$ cat src/hw/rtl/assert_macros.svh
// Assertion macros shared by the RTL files.
// Clocked on clk_i and disabled while rst_ni is low.
`ifndef ASSERT_MACROS_SVH
`define ASSERT_MACROS_SVH

// Check prop on every rising edge outside reset.
`define ASSERT_CLK(lbl, prop, msg) \
  lbl: assert property (@(posedge clk_i) disable iff (!rst_ni) (prop)) else $error(msg);

// Check that cond at one edge implies prop at the next edge.
`define ASSERT_NEXT(lbl, cond, prop, msg) \
  lbl: assert property (@(posedge clk_i) disable iff (!rst_ni) (cond) |=> (prop)) \
    else $error(msg);

`endif

$ cat src/hw/rtl/esd_pkg.sv
// Types, character codes and the hex digit helper for the escape decoder.
// No dependencies.
`timescale 1ns / 1ps
`default_nettype none

package esd_pkg;

  localparam int unsigned LengthBits = 16;
  localparam logic [LengthBits-1:0] CountMax = '1;

  localparam logic [7:0] CharNul       = 8'h00;
  localparam logic [7:0] CharBackslash = 8'h5C;
  localparam logic [7:0] CharN         = 8'h6E;
  localparam logic [7:0] CharR         = 8'h72;
  localparam logic [7:0] CharX         = 8'h78;
  localparam logic [7:0] CharZero      = 8'h30;
  localparam logic [7:0] CharNine      = 8'h39;
  localparam logic [7:0] CharLowA      = 8'h61;
  localparam logic [7:0] CharLowF      = 8'h66;
  localparam logic [7:0] CharUpA       = 8'h41;
  localparam logic [7:0] CharUpF       = 8'h46;
  localparam logic [7:0] ByteNewline   = 8'h0A;
  localparam logic [7:0] ByteCr        = 8'h0D;
  localparam logic [7:0] HexAlphaBase  = 8'd10;

  typedef enum logic [1:0] {
    MODE_NORMAL    = 2'd0,
    MODE_BACKSLASH = 2'd1,
    MODE_HEX1      = 2'd2,
    MODE_HEX2      = 2'd3
  } mode_e;

  typedef struct packed {
    mode_e                 mode;
    logic [3:0]            nibble;
    logic [LengthBits-1:0] count;
  } state_t;

  typedef struct packed {
    logic        valid;
    logic [7:0]  data;
    logic        done;
    logic [15:0] length;
  } result_t;

  localparam state_t StateReset = '{mode: MODE_NORMAL, nibble: 4'h0, count: '0};

  // {is_hex, value}
  function automatic logic [4:0] hex_value(logic [7:0] c);
    if (c >= CharZero && c <= CharNine) begin
      return {1'b1, 4'(c - CharZero)};
    end else if (c >= CharLowA && c <= CharLowF) begin
      return {1'b1, 4'(c - CharLowA + HexAlphaBase)};
    end else if (c >= CharUpA && c <= CharUpF) begin
      return {1'b1, 4'(c - CharUpA + HexAlphaBase)};
    end
    return 5'h00;
  endfunction

endpackage

`default_nettype wire

$ cat src/hw/rtl/escape_sequence_decoder_core.sv
// Stages: input register, then result register.
// Throughput: one character per cycle while results are taken; next state is combinational from state_q.
// Reset: rst_ni low clears both stage valids and the decode state (mode normal, count zero).
// A held result stalls the input only once the input register also holds a word.
// Top level of the escape decoder: input register, decode logic, result register.
// Depends on esd_pkg, esd_decode and assert_macros.svh.
`timescale 1ns / 1ps
`default_nettype none
`include "assert_macros.svh"

module escape_sequence_decoder_core (
  input  logic        clk_i,
  input  logic        rst_ni,
  input  logic        in_valid_i,
  output logic        in_ready_o,
  input  logic [7:0]  char_in_i,
  output logic        res_valid_o,
  input  logic        res_ready_i,
  output logic        out_valid_o,
  output logic [7:0]  out_byte_o,
  output logic        done_res_o,
  output logic [15:0] total_length_o
);
  import esd_pkg::*;

  logic    s1_valid_q;
  logic    s1_valid_d;
  logic [7:0] char_q;
  logic    res_valid_q;
  logic    res_valid_d;
  result_t res_q;
  result_t res_d;
  state_t  state_q;
  state_t  state_d;
  logic    adv;
  logic    in_fire;

  assign adv        = s1_valid_q && (!res_valid_q || res_ready_i);
  assign in_ready_o = !s1_valid_q || adv;
  assign in_fire    = in_valid_i && in_ready_o;

  esd_decode u_decode (
    .char_i   (char_q),
    .state_i  (state_q),
    .state_o  (state_d),
    .result_o (res_d)
  );

  always_comb begin
    s1_valid_d = s1_valid_q;
    if (in_fire) begin
      s1_valid_d = 1'b1;
    end else if (adv) begin
      s1_valid_d = 1'b0;
    end
    res_valid_d = res_valid_q;
    if (adv) begin
      res_valid_d = 1'b1;
    end else if (res_ready_i) begin
      res_valid_d = 1'b0;
    end
  end

  always_ff @(posedge clk_i or negedge rst_ni) begin
    if (!rst_ni) begin
      s1_valid_q  <= 1'b0;
      res_valid_q <= 1'b0;
      state_q     <= StateReset;
    end else begin
      s1_valid_q  <= s1_valid_d;
      res_valid_q <= res_valid_d;
      if (adv) begin
        state_q <= state_d;
      end
    end
  end

  always_ff @(posedge clk_i) begin
    if (in_fire) begin
      char_q <= char_in_i;
    end
    if (adv) begin
      res_q <= res_d;
    end
  end

  assign res_valid_o    = res_valid_q;
  assign out_valid_o    = res_q.valid;
  assign out_byte_o     = res_q.data;
  assign done_res_o     = res_q.done;
  assign total_length_o = res_q.length;

  `ASSERT_CLK(a_done_no_byte, (res_valid_q && res_q.done) |-> !res_q.valid, "done with byte")
  `ASSERT_NEXT(a_done_resets, adv && res_d.done,
               state_q.mode == MODE_NORMAL && state_q.count == '0, "state not reset after done")
  `ASSERT_NEXT(a_count_grows, adv && !res_d.done,
               state_q.count >= $past(state_q.count), "count decreased")
  `ASSERT_NEXT(a_stage_full_stall, s1_valid_q && !adv, s1_valid_q, "input stage lost a word")

endmodule

`default_nettype wire

$ cat src/hw/rtl/esd_decode.sv
// Next-state and result logic for one character of the escape decoder.
// Depends on esd_pkg.
`timescale 1ns / 1ps
`default_nettype none

module esd_decode (
  input  logic [7:0]       char_i,
  input  esd_pkg::state_t  state_i,
  output esd_pkg::state_t  state_o,
  output esd_pkg::result_t result_o
);
  import esd_pkg::*;

  logic [4:0]            hex;
  logic                  emit;
  logic [7:0]            data;
  state_t                st;
  logic [LengthBits-1:0] count_n;

  assign hex = hex_value(char_i);

  always_comb begin
    emit = 1'b0;
    data = 8'h00;
    st   = state_i;
    unique case (state_i.mode)
      MODE_NORMAL: begin
        if (char_i == CharBackslash) begin
          st.mode = MODE_BACKSLASH;
        end else begin
          emit = 1'b1;
          data = char_i;
        end
      end
      MODE_BACKSLASH: begin
        st.mode = MODE_NORMAL;
        priority if (char_i == CharN) begin
          emit = 1'b1;
          data = ByteNewline;
        end else if (char_i == CharR) begin
          emit = 1'b1;
          data = ByteCr;
        end else if (char_i == CharBackslash) begin
          emit = 1'b1;
          data = CharBackslash;
        end else if (char_i == CharX) begin
          st.mode = MODE_HEX1;
        end else begin
          st.mode = MODE_NORMAL;
        end
      end
      MODE_HEX1: begin
        if (hex[4]) begin
          st.nibble = hex[3:0];
          st.mode   = MODE_HEX2;
        end else begin
          st.mode = MODE_NORMAL;
        end
      end
      MODE_HEX2: begin
        st.mode = MODE_NORMAL;
        if (hex[4]) begin
          emit = 1'b1;
          data = {state_i.nibble, hex[3:0]};
        end
      end
      default: st.mode = MODE_NORMAL;
    endcase
  end

  assign count_n = (emit && state_i.count != CountMax) ? state_i.count + 1'b1 : state_i.count;

  always_comb begin
    if (char_i == CharNul) begin
      state_o         = StateReset;
      result_o.valid  = 1'b0;
      result_o.data   = 8'h00;
      result_o.done   = 1'b1;
      result_o.length = 16'(state_i.count);
    end else begin
      state_o         = st;
      state_o.count   = count_n;
      result_o.valid  = emit;
      result_o.data   = data;
      result_o.done   = 1'b0;
      result_o.length = 16'(count_n);
    end
  end

endmodule

`default_nettype wire
$ cat config.mk
export PLATFORM = sky130hd
export DESIGN_NAME = escape_sequence_decoder_core
export DESIGN_NICKNAME = d
export VERILOG_FILES = /design/src/hw/rtl/esd_pkg.sv /design/src/hw/rtl/escape_sequence_decoder_core.sv /design/src/hw/rtl/esd_decode.sv
export VERILOG_INCLUDE_DIRS = /design/src /design/src/hw/rtl
export SDC_FILE = /design/constraint.sdc
export NUM_CORES = 1
export LEC_CHECK = 0
export BUFFER_PORTS_ARGS = -buffer_cell sky130_fd_sc_hd__buf_4
export CORE_ASPECT_RATIO = 0.7
export CORE_MARGIN = 1
export CORE_UTILIZATION = 35
export DETAILED_ROUTE_END_ITERATION = 10
export GPL_TIMING_DRIVEN = 0
export SLEW_MARGIN = 20
export SYNTH_ARGS = -nofsm -noshare
export SYNTH_HDL_FRONTEND = slang
export SYNTH_SLANG_ARGS = --single-unit
$ cat constraint.sdc
create_clock -name clk_i -period 2.35 [get_ports clk_i]
set_input_delay 0.235 -clock clk_i [delete_from_list [all_inputs] [get_ports clk_i]]
set_output_delay 0.235 -clock clk_i [all_outputs]
set_load 0.02 [all_outputs]
Word level (Yosys, flattened, before mapping)
Cells that the tools add are included.
Operators by class
  bitwise operators: 0
  add/sub/neg operators: 6
  divide/modulo/power cells: 0
  shifts and indexed selects: 0
  multiplexer cells: 35
  $mul: 0
  order comparisons: 6
  reductions and logical operators: 18
  equality and inequality tests: 9
Operator list (number)
  8-bit by 7-bit == test with 1-bit output, second input constant: 4
  8-bit two-way mux: 4
  8-bit one-hot mux with 3 select lines: 1
  22-bit two-way mux: 1
  5-bit two-way mux: 4
  17-bit two-way mux: 1
  16-bit by 1-bit adder with 16-bit output, second input constant: 1
  8-bit by 7-bit greater-or-equal comparator with 1-bit output, second input constant: 2
  8-bit by 7-bit <= comparator with 1-bit output, second input constant: 2
  16-bit two-way mux: 1
  16-bit != test, second input constant: 1
  1-bit two-way mux: 12
  2-bit two-way mux: 6
  4-bit by 1-bit subtractor with 4-bit output, second input constant: 3
  4-bit adder, second input constant: 2
  8-bit by 6-bit greater-or-equal comparator with 1-bit output, second input constant: 1
  8-bit by 6-bit <= comparator with 1-bit output, second input constant: 1
  8-bit zero test: 1
  4-bit two-way mux: 2
  2-bit one-hot mux with 4 select lines: 1
  2-bit nonzero test: 4
  7-bit two-way mux: 1
  1-bit logical AND: 6
  2-bit == test, second input constant: 2
  8 further kinds: 10
Storage, ports and cells
  input bits: 12
  word-level logic and storage cells: 84
  bits in writable memories: 0
  bits in registers: 58
  bits in latches: 0
  output and inout port bits: 28
  bits in read-only memories: 0
  memories: 0

Depth between registers and ports, before layout
  depth after elaboration: 11
  depth in mapped cells: 10
  mapped depth without buffers: 8

Hierarchy
A second synthesis with hierarchy kept.
Unflattened totals
  cells, all modules: 284
  area, all modules: 3379.5 sq um
By module, submodules not included
  escape_sequence_decoder_core: area an instance 2018.2 sq um, cells each 89, times used 1, seq. area each 1621.6 sq um
  esd_decode: area an instance 1361.3 sq um, cells each 195, times used 1, seq. area each 0.0 sq um

Worst setup path before layout
Ideal clock, no wire load.
  path type: flip-flop to flip-flop
  start point: reg char_q[0]
  end point: reg res_q, in the netlist total_length_o[11], data pin
  buffers on the path: 2
  required time: 2.084 ns
  slack: -0.142 ns
  period minus slack after synthesis: 2.492 ns
  setup time: 0.266 ns
  arrival: 2.226 ns
  stages on the path, launching flop included: 11
  cells stage by stage: edfxtp_1 -> inv_1 -> ha_1 -> nor3b_1 -> nor4_4 -> a221oi_2 -> and2_1 -> buf_6 -> buf_2 -> nor3_1 -> xor2_1
RTL lines
  from (decl): line escape_sequence_decoder_core.sv:28  | logic [7:0] char_q;
  from (signal assigned): line escape_sequence_decoder_core.sv:80  | char_q <= char_in_i;
  to (signal assigned): line escape_sequence_decoder_core.sv:83  | res_q <= res_d;
  to (decl): line escape_sequence_decoder_core.sv:31  | result_t res_q;

==> results.yml <==
cts:
  cts.root.buffer_cell: "clkbuf_16"
  tritoncts: "yes"
  htree_levels: 3
  register_clock_pin_slew_on_the_reported_worst_setup_and_hold_paths_ns: 0.05
  number_of_sinks_driven_by_the_clock_tree: 58
  number_of_buffers_created_by_cts: 9
  cts_max_path_buffers: 2
  clock_latency_ns: 0.33
final_layout:
  number_of_diodes_added_for_antenna_fixing: 0
  area_delta_synth_final_pct: 38.6
  mostFrequentLayoutCell: "buf_4"
  design.final.nets: 366
  top_library_cells_by_usage_in_the_layout_fill_and_taps_aside: "64 x buf_4, 34 x edfxtp_1, 32 x nand2_1"
  n_fill_cell: 698
  ratio_of_cells_with_drive_above_1_in_the_final_layout_pct: 36.4
  seq_area_sq_um: 1620
  fin_cells: 455
  multiInputGateArea_sq_um: 1510
logic_synthesis:
  ys_dominant_reg_cell: "edfxtp_1"
  synthCells: 272
  synthesis.nets: 289
  synthAdderAreaFrac_pct: 2.08
  post_synth_and_or_nand_nor_area_fraction_pct: 18.7
  synthArstFlopShare_pct: 41.4
  largest_family_of_logic_cells_by_synthesized_area: "simple AND/OR/NAND/NOR gates"
  synth_seq_cells: 58
  synthesis.area_sq_um: 3010
  seq_area_frac_synth_pct: 53.8
  synth_mux_area_share_pct: 1.79
  synth.distinct_cells: 53
  syn_avg_cell_area_sq_um: 11.1
  synth_compound_area_share_pct: 16.2
  synth-edff-count: 34
  synthXorXnorAreaFrac_pct: 4.07
  yosys_warnings: 0
routing:
  detailedRoute.firstPassIterationCount: 7
  post_drt_wl_per_cell_um: 17.0
  post_drt_via_cell_ratio: 5.56
  totalWireLength_um: 7750
  number_of_drc_markers_after_the_initial_detailed_route_iteration: 266
  route.vias.total: 2530
  detail_route.drc_violations: 0
  drt.antenna.violating_nets: 0
timing:
  finClkSkew_ns: 0.00710
  rsz0062_at_grt: "true"
  final-max-slew-violation-count: 0
  tightestPinTransition_ns: 0.812
  fmax_ghz: 0.427
  timing.final.crit_share_pct: 99.6
  final-hold-violation-count: 0
  max_slew_margin_pct: 45.3
  final_period_minus_worst_setup_slack_ns: 2.34
  final-setup-viol-count: 0
  hold_slack_ns: 0.0793
placement:
  io_buffers: 39
  detailed_place_hpwl_um: 4980
  numPlacedInstances: 412
  gp_routability_congestion: 0.872
critical_path:
  worstPathRequired_ns: 2.42
  critical_path_peak_fanout: 7
  timing.critical_path.to: "total_length_o[12]"
  critical_path.slowest_cell: "edfxtp_1"
  cp_depth: 8
  crit_path_cell_trace: "buf_6, ha_4, nor3b_4, nor4_4, a221oi_4, and2_4, nor3_4, mux2_4"
  crit-reg2reg-launch: "char_q[0]"
  crit_path_end_kind: "flop"
  setup.worst_path.start: "char_q[0]"
  r2r_setup_slack_ns: 0.009
  timing.critical_path.from_type: "flop"
  cp_num_buf_inv: 1
  arrival_ns: 2.41
  regToRegEndpoint: "total_length_o[12]"
  critical_path_class: "flop to flop"
  length_in_cells_of_the_worst_reg_to_reg_path: 8
  critPathTopFamily: "simple AND/OR/NAND/NOR gates"
  slowest_delay_ns: 0.43
die:
  design.core.area_sq_um: 8110
  start_util_pct: 37.1
  die_h_um: 79.6
  rows: 27
  chipWidth_um: 113
  dieArea_sq_um: 8990
  design.portCount: 40
min_path:
  holdCritStartpoint: "char_in_i[1]"
  timing.hold.worst.class: "primary input to flop"
global_routing:
  grt_overflow_total: 0
  grt_pass1_wl_um: 12000
  number_of_global_route_vias_before_repair: 2275
  grt_antenna_before_repair: 0
  maximum_number_of_pins_on_one_net_before_global_route_repair: 35
  grt.total_usage_pct: 17.8
status:
  result_of_the_run: "complete, no violations"
pwr:
  power_per_cell_area_nw_per_um2: 798
  p_leak_uw: 0.00167
  vdd_ir_drop_max_mv: 0.335
flow_run:
  maximum_capacitance_violations: 0
-- synthesized netlist by cell type (3+ instances only) --
master,n,area (sq um)
edfxtp_1,34,1020
nand2_1,32,120
dfrtp_1,24,601
a21oi_1,12,60.1
nor2_1,12,45.0
nor3_1,11,55.1
nand3_1,10,50.1
clkbuf_1,9,33.8
o211ai_1,9,67.6
nand2b_1,8,50.1
xnor2_1,8,70.1
inv_1,7,26.3
nand4_1,7,43.8
o31ai_2,7,87.6
nor4_1,6,37.5
o21ai_0,6,30.0
xor2_1,6,52.6
and3_1,5,31.3
ha_1,5,62.6
a22o_1,3,26.3
and2_1,3,18.8
buf_2,3,15.0
mux2_2,3,33.8
or4_1,3,22.5
-- state kept, by name, indices dropped and copies added, names as in the netlist --
| name | cells |
|---|---|
| s1_valid_q | 1 |
| done_res_o | 1 |
| res_valid_o | 1 |
| total_length_o | 16 |
| out_valid_o | 1 |
| state_q | 22 |
| out_byte_o | 8 |
| char_q | 8 |
-- where the power goes --
group	total [uW]	leakage (uW)	internal, uW	switching, uW
clock network	1210	0.000139	764	449
registers	1330	0.000642	1230	95.3
logic	788	0.000893	349	439
-- worst register-to-register path, delay by kind of cell, from the launching register on --
family                     cells  cell delay [ns]
AOI/OAI and AO/OA              1             0.41
buffers and inverters          1             0.15
adders and majority gates      1             0.16
DFF                            1             0.43
and+or+nand+nor                4             0.63
muxes                          1             0.30
-- final cells by class --
type                            count  area share [%]
Multi-Input combinational cell    192            36.2
Timing Repair Buffer               67            12.7
Sequential cell                    58            38.8
Clock inverter                      3           0.360
Buffer                             13            1.86
Tap cell                          101            3.03
Inverter                            8           0.779
Clock buffer                       13            6.23
-- per-layer routing --
metal | vias to the layer above | wire length [um] | track usage, %
met2 | 110 | 3200 | 24.3
li1 | 1188 | - | -
met1 | 1214 | 3800 | 25.8
met3 | 18 | 585 | 4.63
met5 | - | 0 | 0
met4 | 0 | 168 | 8.82
-- cells by family (layout without fill, tap and decap cells) --
group | count (synthesis) | after routing
and+or+nand+nor | 106 | 106
AOI/OAI and AO/OA | 62 | 62
DFF | 58 | 58
buffers and inverters | 22 | 104
xor gates and xnor gates | 14 | 14
adders and majority gates | 5 | 5
muxes | 5 | 5
-- per-stage QoR --
| stage | power (uW) | utilization [%] | TNS (ns) | setup WS (ns) | area (sq um) |
|---|---|---|---|---|---|
| after floorplan | 1780 | - | -0.376 | -0.0683 | 3060 |
| after global placement | 1990 | 42.9 | -14.23 | -0.628 | 3480 |
| after detailed placement | 2000 | 42.9 | -13.02 | -0.475 | 3480 |
| after CTS | 3270 | 49.2 | -0.0351 | -0.0194 | 3990 |
| after global routing | 3460 | 51.5 | -0.982 | -0.101 | 4180 |
| final | 3330 | 51.5 | 0 | 0.00925 | 4180 |
-- repair_timing --
item,CTS,global route
endpoints found under the hold margin,24,0
gates resized for setup,19,23
buffers inserted,16,10
cloned,0,1
setup endpoints to repair,36,33
pin swaps,6,13
hold buffers,1,0
-- worst min path at each step --
stage                        to  slack, ns  cells after the start
global route          char_q[1]       0.07                      1
floorplan           res_valid_o      -0.06                      0
detailed placement   state_q[0]       0.17                      1
finish                char_q[1]       0.08                      1
global placement     state_q[1]       0.17                      1
CTS                   char_q[1]       0.07                      1
(Power assumes the default switching activity.)
